$ cat src/design/at2op_pkg.sv
// shared types, constants and the saturating q15 multiply for the arctan2 pipeline
// no dependencies; compile first
package at2op_pkg;

  localparam int DATA_W = 16;
  localparam int ROT_W = 3;
  localparam int OCT_STEP_SHIFT = 13;

  // dividend is |imag| << 15, so one quotient bit per step over its width
  localparam int DVD_W = 2 * DATA_W - 1;
  localparam int DIV_STEPS = DVD_W;

  localparam int POLY_TERMS = 5;

  // rotation steps, in units of pi/4
  localparam logic [ROT_W-1:0] ROT_NONE = 3'd0;
  localparam logic [ROT_W-1:0] ROT_OCT = 3'd1;
  localparam logic [ROT_W-1:0] ROT_QUAD = 3'd2;
  localparam logic [ROT_W-1:0] ROT_HALF = 3'd4;

  localparam logic signed [DATA_W-1:0] ANGLE_ZERO = 16'sh0000;
  localparam logic signed [DATA_W-1:0] ANGLE_NEG_PI = 16'sh8000;
  localparam logic signed [DATA_W-1:0] Q15_MAX = 16'sh7FFF;
  localparam logic signed [DATA_W-1:0] Q15_MIN = 16'sh8000;

  // horner coefficients, linear term first (the polynomial has no constant term)
  localparam logic signed [DATA_W-1:0] POLY_K [POLY_TERMS] = '{
    16'sh28BD, 16'sh006D, 16'shEF3E, 16'sh08C6, 16'shFED4
  };

  // side info that rides along with every word
  typedef struct packed {
    logic [ROT_W-1:0] rot;
    logic             spec;      // imaginary part was zero
    logic             spec_neg;  // and real part was negative
  } tag_t;

  typedef struct packed {
    logic signed [DATA_W-1:0] im;
    logic signed [DATA_W-1:0] re;
    tag_t                     tag;
  } vec_t;

  typedef struct packed {
    logic signed [DATA_W-1:0] q;
    tag_t                     tag;
  } quo_t;

  typedef struct packed {
    logic [DATA_W-1:0] rem;
    logic [DVD_W-1:0]  dq;
    logic [DATA_W-1:0] dvs;
    logic              neg;
    logic              zero;
    tag_t              tag;
  } div_t;

  typedef struct packed {
    logic signed [DATA_W-1:0] acc;
    logic signed [DATA_W-1:0] q;
    tag_t                     tag;
  } poly_t;

  // q15 product with floor shift and saturation
  function automatic logic signed [DATA_W-1:0] qmul(
    input logic signed [DATA_W-1:0] a,
    input logic signed [DATA_W-1:0] b
  );
    logic signed [2*DATA_W-1:0] p;
    logic signed [DATA_W:0]     s;
    p = (2*DATA_W)'(a) * (2*DATA_W)'(b);
    s = p[2*DATA_W-1:DATA_W-1];
    if (s > $signed({Q15_MAX[DATA_W-1], Q15_MAX})) begin
      return Q15_MAX;
    end else if (s < $signed({Q15_MIN[DATA_W-1], Q15_MIN})) begin
      return Q15_MIN;
    end
    return s[DATA_W-1:0];
  endfunction

endpackage

$ cat src/design/at2op_fold.sv
// octant fold: two pipeline stages rotating the vector into the first octant
// depends on at2op_pkg
module at2op_fold
  import at2op_pkg::*;
(
  input  logic                     clk,
  input  logic                     rst,
  input  logic                     in_valid,
  output logic                     in_ready,
  input  logic signed [DATA_W-1:0] imag_part,
  input  logic signed [DATA_W-1:0] real_part,
  output logic                     out_valid,
  input  logic                     out_ready,
  output vec_t                     out_data
);

  logic v1, v2, en1, en2;
  vec_t s1, s2, s1_next, s2_next;
  logic signed [DATA_W-1:0] im_a, re_a;
  logic [ROT_W-1:0]         rot_a;
  logic signed [DATA_W:0]   sum2;
  logic signed [DATA_W-1:0] dif2;

  assign en2 = !v2 || out_ready;
  assign en1 = !v1 || en2;
  assign in_ready = en1;

  // half and quadrant turn
  always_comb begin
    im_a  = imag_part;
    re_a  = real_part;
    rot_a = ROT_NONE;
    if (imag_part[DATA_W-1]) begin
      im_a  = -imag_part;
      re_a  = -real_part;
      rot_a = ROT_HALF;
    end
    s1_next.tag.spec     = (imag_part == ANGLE_ZERO);
    s1_next.tag.spec_neg = real_part[DATA_W-1];
    if (re_a <= $signed(ANGLE_ZERO)) begin
      s1_next.re      = im_a;
      s1_next.im      = -re_a;
      s1_next.tag.rot = rot_a + ROT_QUAD;
    end else begin
      s1_next.re      = re_a;
      s1_next.im      = im_a;
      s1_next.tag.rot = rot_a;
    end
  end

  assign sum2 = {s1.re[DATA_W-1], s1.re} + {s1.im[DATA_W-1], s1.im};
  assign dif2 = s1.im - s1.re;

  // octant turn, halving both when the sum overflows
  always_comb begin
    s2_next = s1;
    if (s1.re <= s1.im) begin
      s2_next.tag.rot = s1.tag.rot + ROT_OCT;
      if (sum2[DATA_W-1]) begin
        s2_next.re = sum2[DATA_W:1];
        s2_next.im = dif2 >>> 1;
      end else begin
        s2_next.re = sum2[DATA_W-1:0];
        s2_next.im = dif2;
      end
    end
  end

  always_ff @(posedge clk) begin
    if (rst) begin
      v1 <= 1'b0;
      v2 <= 1'b0;
    end else begin
      if (en1) v1 <= in_valid;
      if (en2) v2 <= v1;
    end
  end

  always_ff @(posedge clk) begin
    if (en1) s1 <= s1_next;
    if (en2) s2 <= s2_next;
  end

  assign out_valid = v2;
  assign out_data  = s2;

endmodule

$ cat config.mk
export PLATFORM = sky130hd
export DESIGN_NAME = at2op_fold
export DESIGN_NICKNAME = d
export VERILOG_FILES = /design/src/design/at2op_pkg.sv /design/src/design/at2op_fold.sv
export SDC_FILE = /design/constraint.sdc
export NUM_CORES = 1
export LEC_CHECK = 0
export BUFFER_PORTS_ARGS = -buffer_cell sky130_fd_sc_hd__buf_4
export CORE_ASPECT_RATIO = 0.8
export CORE_MARGIN = 10
export CORE_UTILIZATION = 29
export CTS_CLUSTER_SIZE = 40
export DETAILED_ROUTE_END_ITERATION = 16
export GPL_ROUTABILITY_DRIVEN = 0
export PLACE_DENSITY = 0.5
export SYNTH_ARGS = -nofsm -noshare
export SYNTH_HDL_FRONTEND = slang
export SYNTH_SLANG_ARGS = --single-unit
$ cat constraint.sdc
create_clock -name clk -period 6.56 [get_ports clk]
set_clock_uncertainty 0.05 [all_clocks]
set_input_delay 1.312 -clock clk [delete_from_list [all_inputs] [get_ports clk]]
set_output_delay 1.312 -clock clk [all_outputs]
set_load 0.01 [all_outputs]
== After elaboration in Yosys (flattened, before gate mapping) ==
Index checks and enable logic that the tools add are counted.

* Flip-flop bits (word level): 76
* Output and inout port bits: 39

* $add $sub $neg: 7
* Order comparisons: 2
* Muxes and demuxes: 6
* Reductions and logical operators: 5

{| class="wikitable"
|+ Operators by type and width
! cell !! number
|-
| $mux W35 || 2
|-
| $neg A16 Y16 || 3
|-
| $mux W16 || 2
|-
| $mux W31 || 1
|-
| $add A16 B16 Y17 || 1
|-
| $le A16 B1 Y1 const B || 1
|-
| $le A16 B16 Y1 || 1
|-
| $logic_not A16 Y1 || 1
|-
| $sub A16 B16 Y16 || 1
|-
| $add A3 B1 Y3 const B || 1
|-
| $add A3 B2 Y3 const B || 1
|-
| $mux W3 || 1
|-
| $logic_not A1 Y1 || 2
|-
| $logic_or A1 B1 Y1 || 2
|}

== Depth between registers and ports, before layout ==
* Word-level depth: 4
* Gate-level depth with buffers: 14
* Depth with buffers taken out: 12

== Worst setup path before layout ==
No wires, ideal clock.

* Path type: input-to-reg
* Start: in real_part[4]
* End: reg s1[6] (netlist bit), data pin
* Setup time: 0.264 ns
* Data arrival time: 3.824 ns
* Required time: 6.246 ns
* Path slack: 2.422 ns
* Stages: 9
* Cell sequence: clkbuf_1 > or4_4 > or4_1 > a21oi_1 > o211ai_1 > or4_4 > o21ai_4 > mux2i_1 > o22ai_1

{| class="wikitable"
|+ RTL lines
! what !! line !! text
|-
| start, declared || at2op_fold.sv:11 || <nowiki>input logic signed [DATA_W-1:0] real_part,</nowiki>
|-
| end signal, assigned || at2op_fold.sv:80 || <nowiki>if (en1) s1 <= s1_next;</nowiki>
|-
| end, declared || at2op_fold.sv:18 || <nowiki>vec_t s1, s2, s1_next, s2_next;</nowiki>
|}

==> flow_summary_export.csv <==
group,metric,value,unit
route,ant_nets,0,
route,firstDrtPassIters,5,
clocking,cts.htree.levels,3,
power_and_ir_drop,power_leakage,0.00287,uW
final_layout,layout_common_cells,"buf_4, edfxtp_1, nand2_1",
setup_path,path_class,"input pin to flip-flop",
die,die_h,148,um
final_layout,final_nets,758,
sta,min_period,4590,ps
route,viasPerCell,5.02,
synthesis,synth_warnings,0,
route,drt_iter0_markers,351,
route,route.vias.total,4783,
route,wl,15800,um
setup_path,crit_required,6570,ps
job,cap_violations,0,
final_layout,final_common_cell,"buf_4",
setup_path,worstPathArrival,4600,ps
placed_design,hpwl,12700,um
final_layout,antenna_cells,0,
global_routing,grt_antenna_before_repair,0,
synthesis,ys_seq_area_frac,0.378,
power_and_ir_drop,p_per_area,343,nW/um2
power_and_ir_drop,ir_drop,0.000157,V
synthesis,syn-num-nets,699,
global_routing,grt_max_degree,41,
synthesis,yosys.area.top_type,"edfxtp_1",
sta,maxSlewHeadroom,0.415,
synthesis,ys.flop_type,"edfxtp_1",
global_routing,grt_pass1_vias,4629,
die,dieArea,26500,um2
die,io-pin-count,75,
sta,hold_viol_final,0,
clocking,cts-resized-gates,0,
final_layout,syn_to_final_growth,17.6,%
sta,fin_crit_sh,0.699,
global_routing,grtUsageTotal,0.118,
synthesis,ys_types,61,
route,drc,0,
worst_hold_path,hold_class,"flip-flop to flip-flop",
global_routing,grt-ovfl-total,0,
synthesis,synth.ff_latch_count,75,
clocking,tritoncts,"yes",
clocking,clk_pin_slew,60,ps
synthesis,synth_top_area_frac,0.371,
sta,rsz0062_at_grt,"no",
die,dieWidth,180,um
synthesis,synth_edf_count,73,
clocking,clk_latency,330,ps
sta,setup_viol,0,
clocking,clockBufferDepth,2,
setup_path,cp-end-kind,"flip-flop",
sta,fin_setup_tns,0,ps
synthesis,syn_area,5900,um2
setup_path,startpoint_type,"input pin",
synthesis,async_reset_ff_frac,0,
sta,slew_violations,0,
clocking,cts_hold_buf,0,
die,rows,46,
final_layout,layout.cells.non_filler,953,
die,initial_core_util,0.296,
die,core,19900,um2
clocking,clock-sinks,75,
global_routing,grt_pass1_wl,25800,um
clocking,cts-root-buf,"clkbuf_16",
final_layout,drive_above_1_share,0.163,
synthesis,syn_avg_cell_area,9.43,um2
synthesis,synthTopCellsByArea,"edfxtp_1, ha_1, mux2i_1",
sta,max_freq,218,MHz
clocking,numCtsBuffers,9,
setup_path,path_max_fanout,21,
sta,tightest_slew,869,ps
run_status,outcome,"completed",
route,routedWlPerCell,16.6,um
clocking,cts_setup_buffers,0,
placed_design,port_buffers,74,
synthesis,synthCells,626,
placed_design,dpl.cell_count,938,
[worst paths after layout]
kind	cells past startpoint	slack [ps]	end	start
hold / removal	0	370	out_data[1]$_DFFE_PP_	s1[1]$_DFFE_PP_
hold reg to reg	0	370	out_data[1]$_DFFE_PP_	s1[1]$_DFFE_PP_
setup / recovery	9	1970	s1[27]$_DFFE_PP_	real_part[3]
setup reg to reg	10	2470	out_data[11]$_DFFE_PP_	s1[23]$_DFFE_PP_
[state kept, by name (all words and copies together), names as in the netlist]
name,count
s1,36
out_data,37
out_valid,1
v1,1
[critical path: stages]
cell and delay, ps:
buf_4 150, or4_4 580, or4_1 490, a21oi_1 200, o211ai_1 200, or4_4 590, o21ai_4 560, buf_4 360
o21ai_0 150
[cells in the mapped netlist, types with 2 or more instances]
master     n
clkbuf_1  21
o21ai_0   37
nor2b_1    8
or4_1      5
nand3_1   12
o311ai_0   3
edfxtp_1  73
mux2i_1   39
o21ai_1    3
a221o_1    3
or4_4      2
a41oi_1    3
and3_1     3
buf_6      2
a31oi_1    7
a21oi_1   31
nor4_1     7
buf_2      4
inv_1     39
xnor2_1   40
nand2_1   56
o21bai_1   4
buf_4      2
nor3b_1    2
buf_1      2
dfxtp_1    2
a21o_1     5
nand4_1    4
nor3_1    22
or3_1      6
xor2_1    25
o31ai_1   10
nor2_1    46
o41ai_1    5
nand2b_1   9
fa_1       2
o22ai_1    2
a211oi_1   6
or2_2      4
a31o_2     2
o21a_1     2
o211ai_1   5
a311oi_1   2
ha_1      35
mux2_2     8
[power breakdown]
part	internal (uW)	switching (uW)	total, uW
logic	512	663	1180
clock network	252	176	428
registers	713	66.1	779
[through the flow]
stage          power [uW]  instance area [um2]  utilization  setup WS (ps)  hold slack, ps
6_report             2380                 6940        0.349           1970             373
5_1_grt              2570                 6940        0.349           1760             384
4_1_cts              2410                 6940        0.349           2010             375
3_5_place_dp         1970                 6690        0.336           1650             361
3_3_place_gp         1950                 6690        0.336           1750             356
2_1_floorplan        1560                 5900            -           2420             350
[final cells by class]
class / instances / area [um2]
Clock inverter: 3 / 16.3
Clock buffer: 12 / 236
Multi-Input combinational cell: 480 / 3380
Tap cell: 264 / 330
Fill cell: 2032 / 13000
Inverter: 40 / 150
Timing Repair Buffer: 79 / 593
Sequential cell: 75 / 2230
[kinds of logic after synthesis]
kind of cell	Yosys count	synth area share
DFF	75	0.378
AOI/OAI and AO/OA	141	0.157
buffers and inverters	71	0.0498
adders and majority gates	37	0.0810
and+or+nand+nor	190	0.156
muxes	47	0.0814
xor gates and xnor gates	65	0.0964
[metal layers]
layer / GRT usage / routed length, um / part of all wire
met2: 0.159 / 6160 / 0.39
met1: 0.175 / 8350 / 0.53
met3: 0.0385 / 1210 / 0.077
met5: 0 / 0 / 0
met4: 0.0268 / 93 / 0.0059
(Power assumes the default switching activity.)
