## config.mk

```make
export PLATFORM = sky130hd
export DESIGN_NAME = at2op_poly
export DESIGN_NICKNAME = d
export VERILOG_FILES = /design/src/design/at2op_pkg.sv /design/src/design/at2op_poly.sv
export SDC_FILE = /design/constraint.sdc
export NUM_CORES = 2
export LEC_CHECK = 0
export BUFFER_PORTS_ARGS = -buffer_cell sky130_fd_sc_hd__buf_2
export CORE_MARGIN = 10
export CORE_UTILIZATION = 40
export CTS_CLUSTER_DIAMETER = 50
export DETAILED_ROUTE_END_ITERATION = 8
export PLACE_DENSITY = 0.59
export SETUP_SLACK_MARGIN = 0.02
export SKIP_LAST_GASP = 1
export SLEW_MARGIN = 20
export SYNTH_ARGS = -nofsm -noshare
export SYNTH_HDL_FRONTEND = slang
export SYNTH_SLANG_ARGS = --single-unit
```

## constraint.sdc

```tcl
create_clock -name clk -period 8.5 [get_ports clk]
set_input_delay 0 -clock clk [delete_from_list [all_inputs] [get_ports clk]]
set_output_delay 0 -clock clk [all_outputs]
set_load 0.02 [all_outputs]
```

## src/design/at2op_pkg.sv

```systemverilog
// shared types, constants and the saturating q15 multiply for the arctan2 pipeline
// no dependencies; compile first
package at2op_pkg;

  localparam int DATA_W = 16;
  localparam int ROT_W = 3;
  localparam int OCT_STEP_SHIFT = 13;

  // dividend is |imag| << 15, so one quotient bit per step over its width
  localparam int DVD_W = 2 * DATA_W - 1;
  localparam int DIV_STEPS = DVD_W;

  localparam int POLY_TERMS = 5;

  // rotation steps, in units of pi/4
  localparam logic [ROT_W-1:0] ROT_NONE = 3'd0;
  localparam logic [ROT_W-1:0] ROT_OCT = 3'd1;
  localparam logic [ROT_W-1:0] ROT_QUAD = 3'd2;
  localparam logic [ROT_W-1:0] ROT_HALF = 3'd4;

  localparam logic signed [DATA_W-1:0] ANGLE_ZERO = 16'sh0000;
  localparam logic signed [DATA_W-1:0] ANGLE_NEG_PI = 16'sh8000;
  localparam logic signed [DATA_W-1:0] Q15_MAX = 16'sh7FFF;
  localparam logic signed [DATA_W-1:0] Q15_MIN = 16'sh8000;

  // horner coefficients, linear term first (the polynomial has no constant term)
  localparam logic signed [DATA_W-1:0] POLY_K [POLY_TERMS] = '{
    16'sh28BD, 16'sh006D, 16'shEF3E, 16'sh08C6, 16'shFED4
  };

  // side info that rides along with every word
  typedef struct packed {
    logic [ROT_W-1:0] rot;
    logic             spec;      // imaginary part was zero
    logic             spec_neg;  // and real part was negative
  } tag_t;

  typedef struct packed {
    logic signed [DATA_W-1:0] im;
    logic signed [DATA_W-1:0] re;
    tag_t                     tag;
  } vec_t;

  typedef struct packed {
    logic signed [DATA_W-1:0] q;
    tag_t                     tag;
  } quo_t;

  typedef struct packed {
    logic [DATA_W-1:0] rem;
    logic [DVD_W-1:0]  dq;
    logic [DATA_W-1:0] dvs;
    logic              neg;
    logic              zero;
    tag_t              tag;
  } div_t;

  typedef struct packed {
    logic signed [DATA_W-1:0] acc;
    logic signed [DATA_W-1:0] q;
    tag_t                     tag;
  } poly_t;

  // q15 product with floor shift and saturation
  function automatic logic signed [DATA_W-1:0] qmul(
    input logic signed [DATA_W-1:0] a,
    input logic signed [DATA_W-1:0] b
  );
    logic signed [2*DATA_W-1:0] p;
    logic signed [DATA_W:0]     s;
    p = (2*DATA_W)'(a) * (2*DATA_W)'(b);
    s = p[2*DATA_W-1:DATA_W-1];
    if (s > $signed({Q15_MAX[DATA_W-1], Q15_MAX})) begin
      return Q15_MAX;
    end else if (s < $signed({Q15_MIN[DATA_W-1], Q15_MIN})) begin
      return Q15_MIN;
    end
    return s[DATA_W-1:0];
  endfunction

endpackage

```

## src/design/at2op_poly.sv

```systemverilog
// horner evaluation, one saturating q15 multiply per stage, then the octant offset
// depends on at2op_pkg
module at2op_poly
  import at2op_pkg::*;
(
  input  logic                     clk,
  input  logic                     rst,
  input  logic                     in_valid,
  output logic                     in_ready,
  input  quo_t                     in_data,
  output logic                     out_valid,
  input  logic                     out_ready,
  output logic signed [DATA_W-1:0] angle
);

  logic [POLY_TERMS-1:0] v;
  logic [POLY_TERMS:0]   en;
  poly_t                 ps [POLY_TERMS];
  logic                  vo;
  logic signed [DATA_W-1:0] ang;
  poly_t                 last;

  assign en[POLY_TERMS] = !vo || out_ready;
  assign in_ready = en[0];

  genvar j;
  generate
    for (j = 0; j < POLY_TERMS; j++) begin : g_term
      logic signed [DATA_W-1:0] a_sum;
      assign en[j] = !v[j] || en[j+1];
      if (j == 0) begin : g_first
        assign a_sum = POLY_K[POLY_TERMS-1];
        always_ff @(posedge clk) begin
          if (rst) v[0] <= 1'b0;
          else if (en[0]) v[0] <= in_valid;
        end
        always_ff @(posedge clk) begin
          if (en[0]) begin
            ps[0].acc <= qmul(a_sum, in_data.q);
            ps[0].q   <= in_data.q;
            ps[0].tag <= in_data.tag;
          end
        end
      end else begin : g_next
        assign a_sum = ps[j-1].acc + POLY_K[POLY_TERMS-1-j];
        always_ff @(posedge clk) begin
          if (rst) v[j] <= 1'b0;
          else if (en[j]) v[j] <= v[j-1];
        end
        always_ff @(posedge clk) begin
          if (en[j]) begin
            ps[j].acc <= qmul(a_sum, ps[j-1].q);
            ps[j].q   <= ps[j-1].q;
            ps[j].tag <= ps[j-1].tag;
          end
        end
      end
    end
  endgenerate

  assign last = ps[POLY_TERMS-1];

  always_ff @(posedge clk) begin
    if (rst) vo <= 1'b0;
    else if (en[POLY_TERMS]) vo <= v[POLY_TERMS-1];
  end

  always_ff @(posedge clk) begin
    if (en[POLY_TERMS]) begin
      if (last.tag.spec) ang <= last.tag.spec_neg ? ANGLE_NEG_PI : ANGLE_ZERO;
      else ang <= last.acc + (DATA_W'(last.tag.rot) << OCT_STEP_SHIFT);
    end
  end

  assign out_valid = vo;
  assign angle     = ang;

endmodule
```

Yosys cells after proc, flatten, opt, wreduce, memory -nomap -nowiden
Memory sizes are Yosys's and may differ from the RTL's.
Cells that the tools add are included.
{ "totals": {"ff_bits": 22, "ramBits": 185, "inputBits": 25, "n_memories": 1} }
{ "mem_list": {"columns": ["name", "depth", "width", "read_ports", "rd_ports_with_merged_regs", "write_ports", "line", "text"], "rows": [
  ["ps", 5, 37, 5, 0, 5, "at2op_poly.sv:18", "poly_t ps [POLY_TERMS];"]
]} }
{ "classes": {"add_sub_neg": 5, "multipliers": 5, "n_lt_le_gt_ge": 10, "n_mux": 47, "n_reduce_logical": 12} }
{ "op_table": {"columns": ["op", "n"], "rows": [
  ["16-bit 2-to-1 mux", 22],
  ["16-bit by 16-bit multiplier with 32-bit output", 4],
  ["17-bit by 16-bit > comparator with 1-bit output (second input constant)", 4],
  ["17-bit by 16-bit less-than comparator with 1-bit output (second input constant)", 4],
  ["1-bit 2-to-1 mux", 25],
  ["8-bit by 16-bit multiplier with 24-bit output (first input constant)", 1],
  ["16-bit by 13-bit adder with 16-bit output (second input constant)", 1],
  ["16-bit by 14-bit adder with 16-bit output (second input constant)", 1],
  ["16-bit by 15-bit adder with 16-bit output (second input constant)", 1],
  ["16-bit adder", 1],
  ["16-bit by 8-bit adder with 16-bit output (second input constant)", 1],
  ["11-bit by 16-bit > comparator with 1-bit output (second input constant)", 1],
  ["11-bit by 16-bit less-than comparator with 1-bit output (second input constant)", 1],
  ["1-bit zero test", 6],
  ["1-bit logical OR", 6]
]} }

Logic depth before layout (Yosys ltp)
{ "depth": {"depth_word": 10, "mapped_depth": 34} }

Worst setup path before layout
Ideal clock, no wire load.
{ "synth_path": {"kind": "flip-flop to flip-flop", "start": "mem ps[3][21] in the netlist's numbering", "end": "mem ps[4][33] in the netlist's numbering, data pin", "arrival_ps": 7861, "required_ps": 8358, "setup_slack_ps": 497, "stages_incl_launch_ff": 33, "cell_sequence": "edfxtp_1 -> ha_1 -> nor3_1 -> nor3b_1 -> nor2b_1 -> nor2_1 -> nor2_1 -> xor2_1 -> clkbuf_1 -> nand2_1 -> fa_1 -> fa_1 -> inv_1 -> fa_1 -> inv_1 -> fa_1 -> inv_1 -> fa_1 -> inv_1 -> fa_1 -> inv_1 -> ha_1 -> a21o_1 -> a21o_1 -> a21o_2 -> a22oi_4 -> o211ai_4 -> a2111oi_4 -> nor4_2 -> nor3_2 -> mux2_4 -> buf_6 -> o21ai_2"} }
{ "synth_rtl": {"columns": ["element", "line"], "rows": [
  ["from (decl)", "at2op_poly.sv:18"]
]} }

==> flow_metrics.py <==
metrics = {
    "finish": {
        "register_area_sq_mm": 0.00556,
        "area_delta_synth_final_pct": 7.04,
        "num-fill-cells": 11200,
        "multi_input_comb_area_sq_mm": 0.0356,
        "num_antenna_cells": 0,
        "fin_util_pct": 43.0,
        "drive_gt1_share_pct": 4.57,
        "instances_no_fill": 6335,
        "final_nets": 6275,
    },
    "clocking": {
        "cts_made_buffers": 17,
        "cts_tree": "done",
        "htree_levels": 4,
        "clk_latency_ns": 0.52,
        "root_buffer": "clkbuf_16",
        "clock_sinks": 187,
        "clockBufferDepth": 2,
        "clkSlewWorstSetupHoldPaths_ns": 0.08,
    },
    "setup_path": {
        "worstReg2RegStart": "ps[1][26]$_DFFE_PP_",
        "crit_fanout": 15,
        "worst_ep_required_time_ns": 8.75,
        "cp-startpoint": "ps[1][26]$_DFFE_PP_",
        "cp-start-kind": "register",
        "critical_path_class": "register to register",
        "cp.arrival_ns": 8.26,
        "worst_setup_path_end_kind": "register",
    },
    "floorplanning": {
        "core_area_sq_mm": 0.116,
        "die_area_sq_mm": 0.130,
        "die_h_um": 361,
        "dieWidth_um": 361,
        "start_util_pct": 40.2,
        "ios": 43,
        "rows": 125,
    },
    "global_route": {
        "overflow": 0,
        "grt_antenna_before_repair": 2,
        "grt_pass1_wl_um": 175000,
        "grt_max_degree": 39,
        "grt_pass1_vias": 33700,
        "grt_usage_pct": 16.5,
    },
    "logic_synthesis": {
        "yosysWarnings": 0,
        "synth-edff-count": 181,
        "syn_area_per_cell_sq_um": 9.77,
        "synth-main-ff-cell": "edfxtp_1",
        "ys_types": 76,
        "syn_nets": 6238,
        "syn_area_sq_mm": 0.0465,
        "synthCells": 4761,
        "ys_seq_area_share_pct": 11.9,
        "synthArstFlopShare_pct": 0,
        "ys_ff_latch": 187,
    },
    "sta": {
        "worst_slew_pin_slew_ns": 1.05,
        "skew_ns": 0.0279,
        "setup_tns_ns": 0,
        "timing.fmax_ghz": 0.125,
        "finalHoldViolCount": 0,
        "setup_viol": 0,
        "fin_ws_ns": 0.490,
        "slew_headroom_pct": 30.2,
        "fin_crit_sh_pct": 94.2,
        "slew_violations": 0,
        "fin_crit_ns": 8.01,
    },
    "job": {
        "cap_violations": 0,
    },
    "min_path": {
        "holdCritStartpoint": "in_data[2]",
        "hp-class": "input port to register",
    },
    "route": {
        "viasPerCell": 4.75,
        "wl_um": 102000,
        "wire_per_inst_um": 16.1,
        "drt_pass1_iterations": 5,
        "ant_nets": 0,
        "vias": 30100,
        "drc": 0,
        "drt-initial-drc-count": 1265,
    },
    "status": {
        "status": "complete, no violations",
    },
    "placement": {
        "dp_cells": 6269,
        "pre_cts_ws_ns": -0.0177,
        "io_buffers": 42,
        "hpwl_um": 85800,
        "place_congestion": 0.818,
    },
}
## stage by stage
| stage | area, sq um | hold WS [ns] |
|---|---|---|
| floorplan | 46500 | 0.0691 |
| global placement | 48700 | 0.179 |
| detailed placement | 48700 | 0.180 |
| CTS | 49600 | 0.159 |
| global route | 49800 | 0.197 |
| finish | 49800 | 0.213 |
## cells in the mapped netlist (7+ instances only)
cell type	number	area (sq um)
and2_1	408	2550
a21oi_1	72	360
a31oi_1	10	62.6
edfxtp_1	181	5440
inv_1	1343	5040
or2_2	8	50.1
nor2b_1	72	450
a21o_1	42	315
nand2_1	483	1810
o211ai_1	8	60.1
xor2_1	59	517
nand2b_1	35	219
nor2_1	103	387
a211oi_1	9	67.6
fa_1	1039	20800
o21a_1	24	180
and3_1	8	50.1
nor3_1	17	85.1
xnor2_1	118	1030
nor3b_1	7	52.6
clkbuf_1	128	480
nand3_1	22	110
o21ai_0	46	230
ha_1	413	5170
## worst max-delay path, cell delays in order (launching register included)
cell and delay, ns:
edfxtp_1 0.41, nor3_1 0.27, nand3_1 0.14, and3_1 0.24, nor3_1 0.19, xor2_1 0.31
buf_4 0.23, nand2_1 0.08, fa_1 0.54, fa_1 0.55, inv_1 0.06, fa_1 0.51
inv_1 0.06, fa_1 0.55, inv_1 0.06, fa_1 0.53, fa_1 0.43, ha_1 0.30
a211o_1 0.26, a221o_1 0.44, o211ai_1 0.25, a31oi_1 0.15, o21ai_1 0.22, a31oi_1 0.24
nor3b_2 0.32, a31oi_4 0.12, a31o_2 0.31
## logic make-up after synthesis
| kind of cell | share of synthesized area, % |
|---|---|
| buffers and inverters | 12.0 |
| multiplexers | 0.0564 |
| adder cells (fa/ha/maj) | 55.8 |
| AO/OA/AOI/OAI | 3.99 |
| AND/OR/NAND/NOR | 12.9 |
| XOR/XNOR | 3.33 |
| flip-flops | 11.9 |
## worst paths after layout
check,end,slack (ns),depth (start not counted)
setup / recovery,ps[2][27]$_DFFE_PP_,0.49,26
hold / removal,ps[0][2]$_DFFE_PP_,0.21,2
setup reg to reg,ps[2][27]$_DFFE_PP_,0.49,26
hold reg to reg,ps[4][1]$_DFFE_PP_,0.41,0
## state kept, by name (all words and copies together), names as in the netlist
signal     flops
angle         16
ps           165
out_valid      1
v              5
## layout make-up
cell class	count	area share [%]
Multi-Input combinational cell	3094	71.4
Sequential cell	187	11.2
Inverter	1344	10.1
Tap cell	1524	3.83
Timing Repair Buffer	154	2.27
Clock buffer	17	0.854
Clock inverter	15	0.377
## what timing repair did
action / CTS / global route
endpoints found under the hold margin: 27 / 0
setup endpoints to repair: 6 / 62
hold buffers: 26 / 0
pin swaps: 0 / 6
resized for setup: 2 / 29
buffers inserted: 0 / 8
## cells in the final DEF, fill, tap and decap left out, types with 4 or more instances in the layout
cell type      synthesis  routed
nor3_2                 1       4
o21ai_0               46      42
or2_2                  8       8
buf_4                  0      84
and2_1               408     407
and2b_2                4       4
a21oi_1               72      72
edfxtp_1             181     181
xor2_1                59      58
dlygate4sd3_1          0      26
clkbuf_16              0      17
dfxtp_1                6       6
ha_1                 413     413
buf_2                  5      42
nand2_1              483     480
nor2b_1               72      72
nand2b_1              35      35
inv_1               1343    1343
nor4_1                 4       4
a21o_1                42      42
nor2_1               103     101
o21ai_1                5       8
inv_6                  0       4
a211o_1                5       5
xnor2_1              118     114
nand4_1                5       5
nor3_1                17      14
nand3_1               22      21
and3_1                 8       8
fa_1                1039    1038
o21a_1                24      24
o21bai_1               6       6
o31ai_1                5       5
a211oi_1               9       9
clkinv_8               0       5
a31oi_1               10       9
o211ai_1               8       8
## layer usage
metal	global-route usage, %	part of all wire, %	vias to the layer above
met3	1.96	3.3	73
li1	-	-	14000
met1	22.1	46	15600
met5	0	0	-
met2	28.9	50	446
met4	2.67	1.2	0
Power is left out: the tool's default activity adds up to more than one toggle a clock period on the data nets, which glitch-free logic cannot reach.
