===== config.mk =====
export PLATFORM = sky130hd
export DESIGN_NAME = at2op_div
export DESIGN_NICKNAME = d
export VERILOG_FILES = /design/src/design/at2op_pkg.sv /design/src/design/at2op_div.sv
export SDC_FILE = /design/constraint.sdc
export NUM_CORES = 2
export LEC_CHECK = 0
export BUFFER_PORTS_ARGS = -buffer_cell sky130_fd_sc_hd__buf_4
export CORE_MARGIN = 3
export CORE_UTILIZATION = 46
export CTS_BUF_LIST = sky130_fd_sc_hd__clkbuf_4
export CTS_CLUSTER_DIAMETER = 100
export CTS_CLUSTER_SIZE = 12
export DETAILED_ROUTE_END_ITERATION = 16
export HOLD_SLACK_MARGIN = 0.05
export PLACE_DENSITY = 0.64
export SKIP_CTS_REPAIR_TIMING = 1
export SLEW_MARGIN = 20
export SYNTH_ARGS = -nofsm -noshare
export SYNTH_HDL_FRONTEND = slang
export SYNTH_SLANG_ARGS = --single-unit

===== constraint.sdc =====
create_clock -name clk -period 7 [get_ports clk]
set_input_delay 0.35 -clock clk [delete_from_list [all_inputs] [get_ports clk]]
set_output_delay 0.35 -clock clk [all_outputs]
set_load 0.02 [all_outputs]

===== src/design/at2op_pkg.sv =====
// shared types, constants and the saturating q15 multiply for the arctan2 pipeline
// no dependencies; compile first
package at2op_pkg;

  localparam int DATA_W = 16;
  localparam int ROT_W = 3;
  localparam int OCT_STEP_SHIFT = 13;

  // dividend is |imag| << 15, so one quotient bit per step over its width
  localparam int DVD_W = 2 * DATA_W - 1;
  localparam int DIV_STEPS = DVD_W;

  localparam int POLY_TERMS = 5;

  // rotation steps, in units of pi/4
  localparam logic [ROT_W-1:0] ROT_NONE = 3'd0;
  localparam logic [ROT_W-1:0] ROT_OCT = 3'd1;
  localparam logic [ROT_W-1:0] ROT_QUAD = 3'd2;
  localparam logic [ROT_W-1:0] ROT_HALF = 3'd4;

  localparam logic signed [DATA_W-1:0] ANGLE_ZERO = 16'sh0000;
  localparam logic signed [DATA_W-1:0] ANGLE_NEG_PI = 16'sh8000;
  localparam logic signed [DATA_W-1:0] Q15_MAX = 16'sh7FFF;
  localparam logic signed [DATA_W-1:0] Q15_MIN = 16'sh8000;

  // horner coefficients, linear term first (the polynomial has no constant term)
  localparam logic signed [DATA_W-1:0] POLY_K [POLY_TERMS] = '{
    16'sh28BD, 16'sh006D, 16'shEF3E, 16'sh08C6, 16'shFED4
  };

  // side info that rides along with every word
  typedef struct packed {
    logic [ROT_W-1:0] rot;
    logic             spec;      // imaginary part was zero
    logic             spec_neg;  // and real part was negative
  } tag_t;

  typedef struct packed {
    logic signed [DATA_W-1:0] im;
    logic signed [DATA_W-1:0] re;
    tag_t                     tag;
  } vec_t;

  typedef struct packed {
    logic signed [DATA_W-1:0] q;
    tag_t                     tag;
  } quo_t;

  typedef struct packed {
    logic [DATA_W-1:0] rem;
    logic [DVD_W-1:0]  dq;
    logic [DATA_W-1:0] dvs;
    logic              neg;
    logic              zero;
    tag_t              tag;
  } div_t;

  typedef struct packed {
    logic signed [DATA_W-1:0] acc;
    logic signed [DATA_W-1:0] q;
    tag_t                     tag;
  } poly_t;

  // q15 product with floor shift and saturation
  function automatic logic signed [DATA_W-1:0] qmul(
    input logic signed [DATA_W-1:0] a,
    input logic signed [DATA_W-1:0] b
  );
    logic signed [2*DATA_W-1:0] p;
    logic signed [DATA_W:0]     s;
    p = (2*DATA_W)'(a) * (2*DATA_W)'(b);
    s = p[2*DATA_W-1:DATA_W-1];
    if (s > $signed({Q15_MAX[DATA_W-1], Q15_MAX})) begin
      return Q15_MAX;
    end else if (s < $signed({Q15_MIN[DATA_W-1], Q15_MIN})) begin
      return Q15_MIN;
    end
    return s[DATA_W-1:0];
  endfunction

endpackage


===== src/design/at2op_div.sv =====
// pipelined restoring divider: one quotient bit per stage, truncates toward zero
// depends on at2op_pkg
module at2op_div
  import at2op_pkg::*;
(
  input  logic clk,
  input  logic rst,
  input  logic in_valid,
  output logic in_ready,
  input  vec_t in_data,
  output logic out_valid,
  input  logic out_ready,
  output quo_t out_data
);

  logic [DIV_STEPS:0]   v;
  logic [DIV_STEPS+1:0] en;
  div_t                 st [DIV_STEPS+1];
  div_t                 prep;
  logic                 vo;
  quo_t                 qo;
  logic [DATA_W-1:0]    mag_im, mag_re;

  function automatic div_t div_step(input div_t d);
    div_t             r;
    logic [DATA_W:0]  r2;
    logic [DATA_W:0]  diff;
    logic             ge;
    r    = d;
    r2   = {d.rem, d.dq[DVD_W-1]};
    diff = r2 - {1'b0, d.dvs};
    ge   = (r2 >= {1'b0, d.dvs});
    r.rem = ge ? diff[DATA_W-1:0] : r2[DATA_W-1:0];
    r.dq  = {d.dq[DVD_W-2:0], ge};
    return r;
  endfunction

  assign en[DIV_STEPS+1] = !vo || out_ready;
  assign in_ready = en[0];

  // magnitudes and sign of the quotient
  assign mag_im = in_data.im[DATA_W-1] ? -in_data.im : in_data.im;
  assign mag_re = in_data.re[DATA_W-1] ? -in_data.re : in_data.re;

  always_comb begin
    prep.rem  = '0;
    prep.dq   = {mag_im, {(DVD_W-DATA_W){1'b0}}};
    prep.dvs  = mag_re;
    prep.neg  = in_data.im[DATA_W-1] ^ in_data.re[DATA_W-1];
    prep.zero = (in_data.re == ANGLE_ZERO);
    prep.tag  = in_data.tag;
  end

  genvar i;
  generate
    for (i = 0; i <= DIV_STEPS; i++) begin : g_stage
      assign en[i] = !v[i] || en[i+1];
      if (i == 0) begin : g_prep
        always_ff @(posedge clk) begin
          if (rst) v[0] <= 1'b0;
          else if (en[0]) v[0] <= in_valid;
        end
        always_ff @(posedge clk) begin
          if (en[0]) st[0] <= prep;
        end
      end else begin : g_step
        always_ff @(posedge clk) begin
          if (rst) v[i] <= 1'b0;
          else if (en[i]) v[i] <= v[i-1];
        end
        always_ff @(posedge clk) begin
          if (en[i]) st[i] <= div_step(st[i-1]);
        end
      end
    end
  endgenerate

  // sign fixup, keep the low 16 bits; zero divisor gives zero
  always_ff @(posedge clk) begin
    if (rst) vo <= 1'b0;
    else if (en[DIV_STEPS+1]) vo <= v[DIV_STEPS];
  end

  always_ff @(posedge clk) begin
    if (en[DIV_STEPS+1]) begin
      qo.tag <= st[DIV_STEPS].tag;
      if (st[DIV_STEPS].zero) qo.q <= ANGLE_ZERO;
      else if (st[DIV_STEPS].neg) qo.q <= -st[DIV_STEPS].dq[DATA_W-1:0];
      else qo.q <= st[DIV_STEPS].dq[DATA_W-1:0];
    end
  end

  assign out_valid = vo;
  assign out_data  = qo;

`ifndef SYNTHESIS
  a_rem_bound: assert property (@(posedge clk) disable iff (rst)
    v[DIV_STEPS] && !st[DIV_STEPS].zero |-> st[DIV_STEPS].rem < st[DIV_STEPS].dvs)
    else $error("divider remainder not below divisor");
`endif

endmodule


# Word-level counts from Yosys, hierarchy flattened
# Memories as Yosys holds them, arrays and structs flattened.
# Index checks and enable logic that the tools add are counted.
[classes] addsub=34 order_cmp=31 mux=98 n_bitwise=1 n_reduce_logical=67
[op_table] operator="16-bit two-way mux" count=34
[op_table] operator="17-bit by 16-bit greater-or-equal comparator with 1-bit output" count=31
[op_table] operator="16-bit subtractor" count=31
[op_table] operator="1-bit two-way mux" count=64
[op_table] operator="16-bit negation" count=3
[op_table] operator="1-bit logical NOT" count=33
[op_table] operator="1-bit logical OR" count=33
[op_table] operator="16-bit logical NOT" count=1
[op_table] operator="1-bit XOR" count=1
[totals] reg_bits=54 ramBits=2240 output_inout_bits=23 elab_cells=269 memories=1
[mem_list] memory="st" depth=32 width=70 rd=32 rd_clocked_by_memory_dff=0 write_ports=32 line="at2op_div.sv:18" rtl="div_t st [DIV_STEPS+1];"

# Depth between registers and ports, before layout
[logic_depth] word_depth=36 mapped_depth=13

# Worst setup path before layout
# OpenSTA, ideal clock, no wires.
[synth_path] path_type="reg2reg" start="register vo (netlist: out_valid)" end="memory st[0][0] (netlist bit), enable pin" setup_time_ps=688 t_arrival_ps=6484 required_ps=6312 slack_ps=-172 stages_incl_launch_ff=11 n_path_buf=0 synth_period_minus_slack_ps=7172 path_cell_list="dfxtp_1 -> nor2b_4 -> inv_1 -> nor4_4 -> nand3_1 -> nor2_1 -> inv_1 -> nor2_1 -> nand2_1 -> nor2_1 -> nand3_1"
[synth_lines] element="from (decl)" line="at2op_div.sv:20" rtl="logic vo;"
[synth_lines] element="from (signal assigned)" line="at2op_div.sv:81" rtl="else if (en[DIV_STEPS+1]) vo <= v[DIV_STEPS];"
[synth_lines] element="to (decl)" line="at2op_div.sv:18"

# Worst setup path in the final report
[layout_path] start="input port out_ready" end="output port in_ready"
[layout_between] elab_chain_cells=33
[layout_lines] element="from (decl)" line="at2op_div.sv:12" rtl="input logic out_ready,"
[layout_lines] element="1-bit logical OR" line="at2op_div.sv:38" rtl="assign en[DIV_STEPS+1] = !vo || out_ready;"
[layout_lines] element="net en[32]" line="at2op_div.sv:17" rtl="logic [DIV_STEPS+1:0] en;"
[layout_lines] element="1-bit logical OR (21 in series)" line="at2op_div.sv:57" rtl="assign en[i] = !v[i] || en[i+1];"
[layout_lines] element="net en[11]" line="at2op_div.sv:17"
[layout_lines] element="1-bit logical OR" line="at2op_div.sv:57"
[layout_lines] element="net en[10]" line="at2op_div.sv:17"
[layout_lines] element="1-bit logical OR (7 in series)" line="at2op_div.sv:57"
[layout_lines] element="net en[3]" line="at2op_div.sv:17"
[layout_lines] element="1-bit logical OR (3 in series)" line="at2op_div.sv:57"
[layout_lines] element="to (decl)" line="at2op_div.sv:9" rtl="output logic in_ready,"
# The timed path passes the listed nets, and every way through them passes these cells.

==> results by group <==
Run status
  • Status: finished, final reports clean

Critical path
  • Crit path launch type: primary input
  • Reg-to-reg endpoint: v[0]$_SDFFE_PP0P_
  • Critical path endpoint category: primary output
  • WP data required: about 6.7 ns
  • Reg-to-Reg Start: out_valid$_SDFFE_PP0P_
  • CP Class: primary input to primary output
  • Reg2reg path depth: 15
  • Crit Path Max Fanout: between 50 and 60
  • Worst path arrival time: between 6 and 7 ns
  • Slack of the worst reg-to-reg path: between 1.5 and 2 ns

Timing
  • Final Slew Violations: 0
  • Layout Skew: 0.0973 ns
  • F_max: ~150 MHz
  • Final period util: between 90% and 100%
  • Hold slack: roughly 0.17 ns
  • Slew margin rel.: between 20% and 30%
  • Hold Violations, Final: 0
  • Setup violators final: 0
  • Period minus WS final: ~6.5 ns
  • Worst-margin pin slew: 1.06 ns

Clocking
  • Worst-path clk slew: approximately 0.11 ns
  • Clock root buffer: clkbuf_4
  • Worst-Skew Late Latency: roughly 1.2 ns
  • Clk sink count: approximately 1,500
  • Num CTS Buffers: ~150
  • CTS Buffer Depth: 3
  • CTS H-tree depth: 4
  • TritonCTS clock tree: built

Power and ir drop
  • Lkg Pwr: between 30 and 40 nW
  • VDD IR max: between 150 and 200 uV
  • Pwr/cell area: between 300 and 400 nW/um^2

Yosys
  • Ys Warns: 0
  • Biggest area consumer among synthesized cells: edfxtp_1
  • Post-synth ARST share: 0%
  • Post-synth top area share: between 50 and 60%
  • Synth cell count leaders: edfxtp_1 (1,493), inv_1 (615), ha_1 (484)
  • Synth unique cells: 91
  • Seq/Total Area, Yosys: about three fifths
  • Mapped Cells: 5,858
  • Main synth FF type: edfxtp_1
  • Seq cells post-synth: 1,526
  • Synth area leaders: edfxtp_1 (60%), ha_1 (8.1%), mux2_2 (3.2%)
  • Syn Nets: 6,412
  • Netlist area before placement: 75,000 um^2
  • Count leader, synth: edfxtp_1
  • Avg Inst Size Synth: approximately 13 um^2
  • EDFF count, synth: between 1,000 and 1,500

Drt
  • ANT nets after route: 0
  • Drt initial violations: between 3,000 and 4,000
  • Vias per cell: between 5 and 6
  • Routed length per instance: 17.3 um
  • DRT Pass-1 Iters: 5
  • Routed WL: approximately 140,000 um
  • DRC viols: 0
  • DR vias: roughly 45,000

Min path
  • Worst Hold Class: primary input to flop
  • HP Start: rst
  • Hold EP: out_valid$_SDFFE_PP0P_
  • Worst Hold Depth: 3

GRT
  • Vias in the first global route: between 40,000 and 50,000
  • Initial antenna violation count: 4
  • Pin count of the biggest net entering global routing: 55
  • Grt ovf: 0
  • GRT Resource Usage Total: roughly 17%
  • First-pass GRT wire length: between 200,000 and 250,000 um

Placed design
  • Dpl hpwl: around 110,000 um
  • Global placer's final weighted congestion: slightly below 0.9
  • Port buffer count: 63

Die
  • Starting density of the core: approximately 46%
  • Die area: ~170,000 um^2
  • IO Pins: 64
  • Die X: 410 um
  • Core Rows: between 100 and 150
  • Die Y: roughly 410 um
  • Area of the core: around 160,000 um^2

Finish
  • Core Util, Final: 50.2%
  • Area Overhead vs Synth: 7.96%
  • Fill cell count: between 10,000 and 15,000
  • Share of layout cells above drive strength 1: a little over a tenth
  • Nets: 6,694

Run
  • Max-Cap Viols: 0
[stage by stage]
step / instance area (um^2) / total power, W / TNS, ns / setup WS, ns / instances
floorplan: 75000 / 0.0234 / -1.48 / -0.0274 / 5858
global placement: 78100 / 0.0262 / 0 / 1.60 / 8047
detailed placement: 78100 / 0.0265 / 0 / 1.55 / 8047
CTS: 79800 / 0.0308 / 0 / 0.496 / 8269
global route: 80900 / 0.0330 / -0.0197 / -0.0197 / 8386
finish: 80900 / 0.0306 / 0 / 0.508 / 8386
[worst max-delay path by stage]
stage | startpoint | endpoint | slack, ns
2_1_floorplan | out_valid$_SDFFE_PP0P_ | st[0][109]$_DFFE_PP_ | -0.03
3_3_place_gp | out_ready | st[0][89]$_DFFE_PP_ | 1.60
3_5_place_dp | out_ready | st[0][90]$_DFFE_PP_ | 1.55
4_1_cts | out_valid$_SDFFE_PP0P_ | in_ready | 0.50
5_1_grt | out_valid$_SDFFE_PP0P_ | in_ready | -0.02
6_report | out_ready | in_ready | 0.51
[where the power goes]
| group | internal (W) | switching (W) | leakage, nW |
|---|---|---|---|
| clock | 0.00142 | 0.00279 | 1.00 |
| sequential | 0.0128 | 0.00115 | 16.2 |
| combinational | 0.00565 | 0.00678 | 15.5 |
| total | 0.0199 | 0.0107 | 32.7 |
[worst max-delay path, cell delays in order]
cell and delay, ns:
dlygate4sd3_1 0.54, buf_4 0.13, dlygate4sd3_1 0.59, nor2b_4 0.15
inv_1 0.38, nor4_4 0.87, nand3_2 0.15, buf_4 0.35
nor2_1 0.23, inv_1 0.06, buf_4 0.29, nor2_1 0.31
nand2_2 0.08, buf_4 0.30, nor2_1 0.46, nand3_2 0.49
buf_4 0.34
[cell type report]
| class | count | area, um^2 | share of cell area (%) |
|---|---|---|---|
| clock inverters | 18 | 173 | 0.213 |
| repair buffers | 203 | 1790 | 2.21 |
| diodes | 11 | 27.5 | 0.0340 |
| well taps | 2160 | 2700 | 3.34 |
| multi-input cells | 3648 | 26900 | 33.2 |
| clock buffers | 204 | 1530 | 1.89 |
| flip-flops and latches | 1526 | 45500 | 56.2 |
| inverters | 616 | 2310 | 2.86 |
[layout by cell type, fill, tap and decap left out, types with 25 or more instances in the layout]
cell           synthesis  routed
a211oi_1              59      59
a21boi_0              27      27
a21o_1               119     119
a21oi_1              351     351
a31oi_1               27      27
buf_4                  8      97
clkbuf_4               0     204
dfxtp_1               33      33
dlygate4sd3_1          0     106
edfxtp_1            1493    1493
fa_1                  29      29
ha_1                 484     484
inv_1                615     609
mux2_2               214     214
mux2i_1               40      40
nand2_1              377     367
nand2b_1              65      65
nand3_1               73      67
nand4_1               78      78
nor2_1               302     302
nor2b_1              103     103
nor3_1               116     116
nor4_1                31      31
o211ai_1              25      25
o21a_1                79      79
o21ai_0              304     303
o31ai_1               39      39
or2_2                 26      26
or3_1                 36      36
xnor2_1              225     225
xor2_1               130     130
[cell families after synthesis]
family / Yosys count / synth area share, %
DFF: 1526 / 60.7
xor gates and xnor gates: 355 / 4.15
AOI/OAI and AO/OA: 1215 / 10.4
adders and majority gates: 513 / 8.85
muxes: 261 / 3.89
and+or+nand+nor: 1304 / 8.46
buffers and inverters: 684 / 3.55
[per-layer routing]
metal	routed length [um]	track usage, %
met5	0	0
met4	2940	4.49
met3	7400	2.71
met2	67000	27.1
met1	67500	24.1
[flip-flops by register name, indices dropped and copies added (netlist names)]
signal / flops
st: 1472
out_data: 21
v: 32
out_valid: 1
No activity file was read; power rests on OpenSTA's default activity.
